[config.mk]
export PLATFORM = sky130hd
export DESIGN_NAME = pps_disciplined_frame_timer_flat
export DESIGN_NICKNAME = d
export VERILOG_FILES = /design/src/hw/rtl/pdft_pkg.sv /design/src/hw/rtl/pdft_if.sv /design/src/hw/rtl/pps_disciplined_frame_timer.sv /design/src/flat_wrapper.sv
export SDC_FILE = /design/constraint.sdc
export NUM_CORES = 1
export LEC_CHECK = 0
export BUFFER_PORTS_ARGS = -buffer_cell sky130_fd_sc_hd__buf_2
export CORE_ASPECT_RATIO = 1.2
export CORE_MARGIN = 2
export CORE_UTILIZATION = 35
export CTS_CLUSTER_DIAMETER = 120
export DETAILED_ROUTE_END_ITERATION = 12
export PLACE_DENSITY_LB_ADDON = 0.08
export SYNTH_ARGS = -nofsm -noshare
export SYNTH_HDL_FRONTEND = slang
export SYNTH_SLANG_ARGS = --single-unit
[constraint.sdc]
create_clock -name clk -period 7.7 [get_ports clk]
set_input_delay 0.385 -clock clk [delete_from_list [all_inputs] [get_ports clk]]
set_output_delay 0.385 -clock clk [all_outputs]
set_load 0.02 [all_outputs]
[src/hw/rtl/pdft_pkg.sv]
// Shared types and constants for the PPS-disciplined frame timer.
package pdft_pkg;

    localparam int RING_AW    = 4;
    localparam int RING_DEPTH = 2 ** RING_AW;

    localparam logic [RING_AW-1:0] HEAD_STEP = RING_AW'(1);

    localparam logic [7:0] PPS_WIDTH_RESET = 8'd10;

    localparam logic [1:0] KIND_PPS  = 2'd0;
    localparam logic [1:0] KIND_SLOW = 2'd1;
    localparam logic [1:0] KIND_FAST = 2'd2;

    localparam int CFG_IW = 3;
    localparam int CFG_DW = 32;

    localparam logic [CFG_IW-1:0] CFG_GLOBAL_ENABLE  = 3'd0;
    localparam logic [CFG_IW-1:0] CFG_START_TIME     = 3'd1;
    localparam logic [CFG_IW-1:0] CFG_STOP_TIME      = 3'd2;
    localparam logic [CFG_IW-1:0] CFG_BURST_PULSES   = 3'd3;
    localparam logic [CFG_IW-1:0] CFG_PPS_WIDTH      = 3'd4;
    localparam logic [CFG_IW-1:0] CFG_INITIAL_PERIOD = 3'd5;

    typedef struct packed {
        logic [1:0]  kind;
        logic [31:0] capture_count;
        logic [31:0] gps_time;
    } event_t;

    typedef struct packed {
        logic        frames_running;
        logic        pps_level;
        logic        frame_level;
        logic        led_level;
        logic [31:0] period;
        logic [31:0] frame_count;
        logic [31:0] pulse_count;
    } result_t;

endpackage

[src/hw/rtl/pdft_if.sv]
// Valid/ready channel interfaces for events and results.
interface pdft_event_if;
    logic              valid;
    logic              ready;
    pdft_pkg::event_t  data;

    modport source (output valid, output data, input ready);
    modport sink   (input valid, input data, output ready);
endinterface

interface pdft_result_if;
    logic              valid;
    logic              ready;
    pdft_pkg::result_t data;

    modport source (output valid, output data, input ready);
    modport sink   (input valid, input data, output ready);
endinterface

[src/hw/rtl/pps_disciplined_frame_timer.sv]
// Top level of the PPS-disciplined frame timer.
// The event is registered in the s1 stage and moves to the result register once that
// register is empty or being taken, so a stalled result holds the next event back.
// Throughput: one event per cycle while results are taken; the ring memory is read in the
// accept cycle and written back when the event executes from the s1 stage.
// Reset: control state returns to its reset values (start and stop re-armed), PPS width
// returns to ten slow ticks, and the per-entry ring flags clear at once so every ring entry reads as zero.
module pps_disciplined_frame_timer (
    input  logic                                clk,
    input  logic                                rst_n,
    pdft_event_if.sink                          event_ch,
    pdft_result_if.source                       result_ch,
    input  logic                                cfg_we,
    input  logic [pdft_pkg::CFG_IW-1:0]         cfg_index,
    input  logic [pdft_pkg::CFG_DW-1:0]         cfg_data
);

    logic [31:0] ring_mem [pdft_pkg::RING_DEPTH];

    logic                              s1_valid_reg;
    pdft_pkg::event_t                  s1_item_reg;
    logic [pdft_pkg::RING_AW-1:0]      s1_addr_reg;
    logic [31:0]                       s1_old_reg;
    logic                              s1_old_ok_reg;

    logic                              out_valid_reg, out_valid_next;
    pdft_pkg::result_t                 out_data_reg;

    logic [pdft_pkg::RING_AW-1:0]      issue_head_reg;
    logic [pdft_pkg::RING_DEPTH-1:0]   ring_ok_reg, ring_ok_next;

    logic        global_enable_reg, global_enable_next;
    logic [31:0] start_time_reg, start_time_next;
    logic [31:0] stop_time_reg, stop_time_next;
    logic [7:0]  pps_width_reg, pps_width_next;
    logic        start_armed_reg, start_armed_next;
    logic        stop_armed_reg, stop_armed_next;
    logic        window_en_reg, window_en_next;
    logic [15:0] burst_left_reg, burst_left_next;
    logic        running_reg, running_next;
    logic [7:0]  pps_hold_reg, pps_hold_next;
    logic        pps_out_reg, pps_out_next;
    logic        seen_pulse_reg, seen_pulse_next;
    logic [31:0] last_capture_reg, last_capture_next;
    logic [31:0] ring_total_reg, ring_total_next;
    logic [31:0] period_reg, period_next;
    logic [31:0] tick_count_reg, tick_count_next;
    logic [31:0] frames_reg, frames_next;
    logic [31:0] pulses_reg, pulses_next;

    logic        advance;
    logic        accept;
    logic        exec_pps;
    logic [31:0] time_next;
    logic [31:0] delta;
    logic [31:0] old_entry;

    assign advance        = s1_valid_reg && (!out_valid_reg || result_ch.ready);
    assign event_ch.ready = !s1_valid_reg || advance;
    assign accept         = event_ch.valid && event_ch.ready;
    assign exec_pps       = advance && (s1_item_reg.kind == pdft_pkg::KIND_PPS);

    assign result_ch.valid = out_valid_reg;
    assign result_ch.data  = out_data_reg;

    assign time_next = s1_item_reg.gps_time + 32'd1;
    assign delta     = s1_item_reg.capture_count - last_capture_reg;
    assign old_entry = s1_old_ok_reg ? s1_old_reg : 32'd0;

    always_comb
    begin
        global_enable_next = global_enable_reg;
        start_time_next    = start_time_reg;
        stop_time_next     = stop_time_reg;
        pps_width_next     = pps_width_reg;
        start_armed_next   = start_armed_reg;
        stop_armed_next    = stop_armed_reg;
        window_en_next     = window_en_reg;
        burst_left_next    = burst_left_reg;
        running_next       = running_reg;
        pps_hold_next      = pps_hold_reg;
        pps_out_next       = pps_out_reg;
        seen_pulse_next    = seen_pulse_reg;
        last_capture_next  = last_capture_reg;
        ring_total_next    = ring_total_reg;
        period_next        = period_reg;
        tick_count_next    = tick_count_reg;
        frames_next        = frames_reg;
        pulses_next        = pulses_reg;
        ring_ok_next       = ring_ok_reg;

        if (advance)
        begin
            case (s1_item_reg.kind)
                pdft_pkg::KIND_PPS:
                begin
                    if (start_armed_reg && start_time_reg != 32'd0
                        && time_next >= start_time_reg)
                    begin
                        window_en_next   = 1'b1;
                        start_armed_next = 1'b0;
                    end
                    if (stop_armed_reg && stop_time_reg != 32'd0
                        && time_next >= stop_time_reg)
                    begin
                        window_en_next  = 1'b0;
                        stop_armed_next = 1'b0;
                    end
                    if (global_enable_reg || window_en_next || burst_left_reg != 16'd0)
                    begin
                        if (burst_left_reg != 16'd0)
                        begin
                            burst_left_next = burst_left_reg - 16'd1;
                        end
                        running_next = 1'b1;
                    end
                    else
                    begin
                        running_next = 1'b0;
                    end
                    tick_count_next = 32'd0;
                    pps_out_next    = 1'b1;
                    if (pps_hold_reg == 8'd0)
                    begin
                        pps_hold_next = pps_width_reg;
                    end
                    seen_pulse_next   = 1'b1;
                    last_capture_next = s1_item_reg.capture_count;
                    ring_total_next   = ring_total_reg - old_entry + delta;
                    ring_ok_next[s1_addr_reg] = 1'b1;
                    if (s1_addr_reg == {pdft_pkg::RING_AW{1'b1}})
                    begin
                        period_next = ring_total_next >> pdft_pkg::RING_AW;
                    end
                    pulses_next = pulses_reg + 32'd1;
                end
                pdft_pkg::KIND_SLOW:
                begin
                    if (pps_hold_reg != 8'd0)
                    begin
                        pps_hold_next = pps_hold_reg - 8'd1;
                        if (pps_hold_reg == 8'd1)
                        begin
                            pps_out_next = 1'b0;
                        end
                    end
                end
                pdft_pkg::KIND_FAST:
                begin
                    if (running_reg)
                    begin
                        if (tick_count_reg >= period_reg)
                        begin
                            tick_count_next = 32'd0;
                            if (seen_pulse_reg)
                            begin
                                frames_next = frames_reg + 32'd1;
                            end
                        end
                        else
                        begin
                            tick_count_next = tick_count_reg + 32'd1;
                        end
                    end
                end
                default:
                begin
                end
            endcase
        end

        if (cfg_we)
        begin
            case (cfg_index)
                pdft_pkg::CFG_GLOBAL_ENABLE:
                begin
                    global_enable_next = cfg_data[0];
                end
                pdft_pkg::CFG_START_TIME:
                begin
                    start_time_next  = cfg_data;
                    start_armed_next = 1'b1;
                end
                pdft_pkg::CFG_STOP_TIME:
                begin
                    stop_time_next  = cfg_data;
                    stop_armed_next = 1'b1;
                end
                pdft_pkg::CFG_BURST_PULSES:
                begin
                    burst_left_next = cfg_data[15:0];
                end
                pdft_pkg::CFG_PPS_WIDTH:
                begin
                    pps_width_next = cfg_data[7:0];
                end
                pdft_pkg::CFG_INITIAL_PERIOD:
                begin
                    period_next = cfg_data;
                end
                default:
                begin
                end
            endcase
        end
    end

    always_comb
    begin
        out_valid_next = out_valid_reg;
        if (advance)
        begin
            out_valid_next = 1'b1;
        end
        else if (result_ch.ready)
        begin
            out_valid_next = 1'b0;
        end
    end

    always_ff @(posedge clk or negedge rst_n)
    begin
        if (!rst_n)
        begin
            s1_valid_reg      <= 1'b0;
            out_valid_reg     <= 1'b0;
            issue_head_reg    <= '0;
            ring_ok_reg       <= '0;
            global_enable_reg <= 1'b0;
            start_time_reg    <= 32'd0;
            stop_time_reg     <= 32'd0;
            pps_width_reg     <= pdft_pkg::PPS_WIDTH_RESET;
            start_armed_reg   <= 1'b1;
            stop_armed_reg    <= 1'b1;
            window_en_reg     <= 1'b0;
            burst_left_reg    <= 16'd0;
            running_reg       <= 1'b0;
            pps_hold_reg      <= 8'd0;
            pps_out_reg       <= 1'b0;
            seen_pulse_reg    <= 1'b0;
            last_capture_reg  <= 32'd0;
            ring_total_reg    <= 32'd0;
            period_reg        <= 32'd0;
            tick_count_reg    <= 32'd0;
            frames_reg        <= 32'd0;
            pulses_reg        <= 32'd0;
        end
        else
        begin
            if (accept)
            begin
                s1_valid_reg <= 1'b1;
            end
            else if (advance)
            begin
                s1_valid_reg <= 1'b0;
            end
            if (accept && event_ch.data.kind == pdft_pkg::KIND_PPS)
            begin
                issue_head_reg <= issue_head_reg + pdft_pkg::HEAD_STEP;
            end
            out_valid_reg     <= out_valid_next;
            ring_ok_reg       <= ring_ok_next;
            global_enable_reg <= global_enable_next;
            start_time_reg    <= start_time_next;
            stop_time_reg     <= stop_time_next;
            pps_width_reg     <= pps_width_next;
            start_armed_reg   <= start_armed_next;
            stop_armed_reg    <= stop_armed_next;
            window_en_reg     <= window_en_next;
            burst_left_reg    <= burst_left_next;
            running_reg       <= running_next;
            pps_hold_reg      <= pps_hold_next;
            pps_out_reg       <= pps_out_next;
            seen_pulse_reg    <= seen_pulse_next;
            last_capture_reg  <= last_capture_next;
            ring_total_reg    <= ring_total_next;
            period_reg        <= period_next;
            tick_count_reg    <= tick_count_next;
            frames_reg        <= frames_next;
            pulses_reg        <= pulses_next;
        end
    end

    // Payload stage, ring memory port and result data register
    always_ff @(posedge clk)
    begin
        if (accept)
        begin
            s1_item_reg   <= event_ch.data;
            s1_addr_reg   <= issue_head_reg;
            s1_old_reg    <= ring_mem[issue_head_reg];
            s1_old_ok_reg <= ring_ok_reg[issue_head_reg];
        end
        if (exec_pps)
        begin
            ring_mem[s1_addr_reg] <= delta;
        end
        if (advance)
        begin
            out_data_reg.frames_running <= running_next;
            out_data_reg.pps_level      <= pps_out_next;
            out_data_reg.frame_level    <= frames_next[0];
            out_data_reg.led_level      <= pulses_next[0];
            out_data_reg.period         <= period_next;
            out_data_reg.frame_count    <= frames_next;
            out_data_reg.pulse_count    <= pulses_next;
        end
    end

    a_pulse_count: assert property (@(posedge clk) disable iff (!rst_n)
        exec_pps |=> pulses_reg == $past(pulses_reg) + 32'd1)
        else $error("pulse count did not advance on executed PPS");

    a_pps_hold: assert property (@(posedge clk) disable iff (!rst_n)
        !pps_out_reg |-> pps_hold_reg == 8'd0)
        else $error("PPS stretch count nonzero while output low");

    a_issue_head: assert property (@(posedge clk) disable iff (!rst_n)
        (s1_valid_reg && s1_item_reg.kind == pdft_pkg::KIND_PPS)
            |-> issue_head_reg == s1_addr_reg + pdft_pkg::HEAD_STEP)
        else $error("ring read head out of step with executing entry");

    a_frames_step: assert property (@(posedge clk) disable iff (!rst_n)
        1'b1 |=> frames_reg == $past(frames_reg)
              || frames_reg == $past(frames_reg) + 32'd1)
        else $error("frame count jumped");

    a_tick_idle: assert property (@(posedge clk) disable iff (!rst_n)
        (!running_reg && !exec_pps) |=> $stable(tick_count_reg))
        else $error("frame timer advanced while stopped");

endmodule

[src/flat_wrapper.sv]
// flat-port wrapper written by rule: the top's interface ports become plain ports
module pps_disciplined_frame_timer_flat 
  (clk, rst_n, cfg_we, cfg_index, cfg_data, event_ch_valid, event_ch_data, event_ch_ready, result_ch_valid, result_ch_data, result_ch_ready);
  pdft_event_if event_ch_i ();
  pdft_result_if result_ch_i ();
  input  logic clk;
  input  logic rst_n;
  input  logic cfg_we;
  input  logic [pdft_pkg::CFG_IW-1:0] cfg_index;
  input  logic [pdft_pkg::CFG_DW-1:0] cfg_data;
  input wire logic [$bits(event_ch_i.valid)-1:0] event_ch_valid;
  input wire logic [$bits(event_ch_i.data)-1:0] event_ch_data;
  output wire logic [$bits(event_ch_i.ready)-1:0] event_ch_ready;
  output wire logic [$bits(result_ch_i.valid)-1:0] result_ch_valid;
  output wire logic [$bits(result_ch_i.data)-1:0] result_ch_data;
  input wire logic [$bits(result_ch_i.ready)-1:0] result_ch_ready;
  assign event_ch_i.valid = event_ch_valid;
  assign event_ch_i.data = event_ch_data;
  assign event_ch_ready = event_ch_i.ready;
  assign result_ch_valid = result_ch_i.valid;
  assign result_ch_data = result_ch_i.data;
  assign result_ch_i.ready = result_ch_ready;
  pps_disciplined_frame_timer u_core (.clk(clk), .rst_n(rst_n), .event_ch(event_ch_i), .result_ch(result_ch_i), .cfg_we(cfg_we), .cfg_index(cfg_index), .cfg_data(cfg_data));
endmodule
==> results by group <==
Synth
  • Post-Syn Area: 45700 sq um
  • Gate Count Post-Synth: 3238
  • Top_reg_cell synth: edfxtp_1
  • Synth unique cells: 79
  • Syn_area_per_cell: 14.1 sq um
  • Synth warn: 0
  • Seq cells post-synth: 1030
  • Post-synth EDFFs: 713
  • Synth async-reset ratio: 30.8%
  • Seq/Total Area, Yosys: 64.3%
  • Syn nets: 3545

STA
  • # setup viols final: 0
  • Max frequency: 159 MHz
  • Final hold violation count: 0
  • Crit path time final: 6.29 ns
  • Clk_skew: 0.0290 ns
  • Unrepaired setup endpoints after global routing: false
  • Slew HR: 11.9%
  • TNS Setup: 0 ns
  • Worst-margin pin slew: 1.32 ns
  • Crit share post-route: 81.7%
  • Slew Limit Fails: 0

Route
  • Initial DRT Pass Iterations: 6
  • DRT antenna net count: 0
  • Via count: 27500
  • DR WL/cell: 23.1 um
  • Drt drc: 0
  • Routed Wire Length: 124 mm
  • Via density: 5.12
  • First DRT Iteration DRCs: 1857

Worst setup path
  • Kind of critical path: reg -> reg
  • Critical Path Source Type: register
  • Required @ worst endpoint: 8.16 ns
  • Critical path peak fanout: 17
  • Worst Path Arrival: 6.75 ns
  • Setup crit end kind: register
  • FF-to-FF setup slack: 1.41 ns

Placement
  • Placer Congestion: 0.843
  • Dpl hpwl: 80.4 mm
  • Placed Instances: 5089
  • PortBufs: 207

Job
  • Max_cap viols: 0

Layout
  • Fin cells: 5384
  • Commonest non-fill, non-tap cells in the layout: 713 x edfxtp_1, 367 x nand2_1, 310 x dfrtp_1, 206 x buf_2, 203 x o21ai_0
  • Layout net count: 3907
  • Max reg flops: 512
  • Most common cell after layout, fill and taps aside: edfxtp_1
  • Area Growth Syn to Fin: 17.1%
  • Final core occ: 41.2%
  • Share of post-route cells with drive strength above 1: 18.1%

Clock tree
  • Reg clk slew, reported paths: 0.06 ns
  • H-tree levels: 3
  • Clock latency on the worst-skew pair: 0.72 ns
  • Num CTS Buffers: 105
  • Deepest clock path buffer count: 3
  • Setup Buffers After CTS: 0
  • CTS tree: built
  • Sinks on Clock Net: 1030
  • Root Driver: clkbuf_16

Die
  • I/O pin count: 208
  • Site row count: 145
  • Die W: 334 um
  • Initial Util: 35.1%
  • Chip height: 400 um
  • Core ar.: 130000 sq um
  • Die ar.: 133000 sq um

Pwr
  • Power per cell area: 376 nW/um^2
  • Power Total: 20.1 mW
  • P_leak: 20.4 nW
  • Worst VDD drop: 0.239 mV

Global routing
  • Global-route wire length before repair: 186 mm
  • Overflow after GRT: 0
  • Largest net degree at the start of global routing: 128
  • Antenna violations before repair: 1
  • Overall Global Routing Usage: 18.7%
  • Vias in the first global route: 29000

Run status
  • Status: complete, no violations

Hold path
  • Hold/Removal Path Class: in -> reg
==> power by group <==
group | switching [mW] | internal [mW]
logic | 4.40 | 3.05
registers | 0.448 | 7.07
clock network | 2.22 | 2.90
total | 7.07 | 13.0
==> layer usage <==
layer  global-route usage, %  wire [um]
met1                    23.6      53100
met2                    33.9      64800
met3                    2.15       3870
met4                    5.37       2600
met5                       0          0
==> worst max-delay path, stage by stage, from the launching register on <==
cell      delay (ns)
edfxtp_1        0.36
inv_1           0.07
ha_1            0.19
fa_1            0.23
nor2b_1         0.07
o31ai_1         0.48
nand2_1         0.12
a21o_1          0.22
xor2_1          1.01
inv_1           0.14
fa_1            0.53
inv_1           0.04
ha_1            0.36
a21oi_1         0.22
o211ai_1        0.17
a31oi_1         0.60
a211o_1         0.28
a311oi_2        0.14
a41oi_1         0.33
o31ai_1         0.11
xnor2_1         0.14
o21ai_0         0.15
nand2_1         0.09
==> kinds of logic (layout without fill, tap and decap cells) <==
kind of cell / after synthesis / after routing / share of synthesized area [%]
AOI/OAI and AO/OA: 508 / 508 / 6.62
buffers and inverters: 301 / 754 / 2.49
adders and majority gates: 201 / 201 / 6.03
and+or+nand+nor: 844 / 844 / 8.70
other: 0 / 3 / 0
muxes: 179 / 179 / 8.48
DFF: 1030 / 1030 / 64.3
xor gates and xnor gates: 175 / 175 / 3.39
==> through the flow <==
stage	instance area, sq um	hold WS, ns	setup WS [ns]
final	53500	0.0425	1.41
after global routing	53500	0.0443	0.882
after CTS	53400	0.00210	1.42
after detailed placement	49000	0.373	1.47
after global placement	49000	0.368	1.56
after floorplan	45700	0.0894	2.20
==> path summary, 6_finish.rpt <==
path                       depth (start not counted)                   start                   endpoint
max                                               22  u_core.s1_item_reg[32]  u_core.result_ch.data[91]
min                                                3             cfg_data[3]    u_core.stop_time_reg[3]
max reg2reg                                       22  u_core.s1_item_reg[32]  u_core.result_ch.data[91]
min reg2reg                                        1   u_core.seen_pulse_reg      u_core.seen_pulse_reg
max in group asynchronous                          3                   rst_n  u_core.start_time_reg[19]
min in group asynchronous                          2                   rst_n      u_core.pulses_reg[20]
==> synthesized netlist by cell type (22+ instances only) <==
master / number / share of area, %
a21o_1: 63 / 1.0
and3_1: 22 / 0.30
clkbuf_1: 87 / 0.72
a31oi_1: 33 / 0.45
inv_1: 190 / 1.6
dfrtp_1: 313 / 17
edfxtp_1: 713 / 47
nand3_1: 67 / 0.73
nor3_1: 38 / 0.42
nand4_1: 56 / 0.77
fa_1: 32 / 1.4
ha_1: 169 / 4.6
xnor2_1: 115 / 2.2
mux4_2: 165 / 8.1
nand2_1: 367 / 3.0
nor4_1: 24 / 0.33
nand2b_1: 23 / 0.32
xor2_1: 59 / 1.1
nor2_1: 158 / 1.3
o21ai_0: 203 / 2.2
a21oi_1: 120 / 1.3
==> what timing repair did <==
item | CTS | global route
resized for setup | 0 | 0
endpoints found under the hold margin | 190 | 0
hold buffers | 94 | 0
==> final cells by class <==
cell class	instances	area, sq um
fill	12000	76400
sequential	1030	29400
multi-input combinational	1907	15300
clock buffer	147	2890
timing repair buffer	365	2490
tap	1690	2110
inverter	191	719
clock inverter	51	541
antenna	3	7.51
Power figures use the tool's default switching activity.
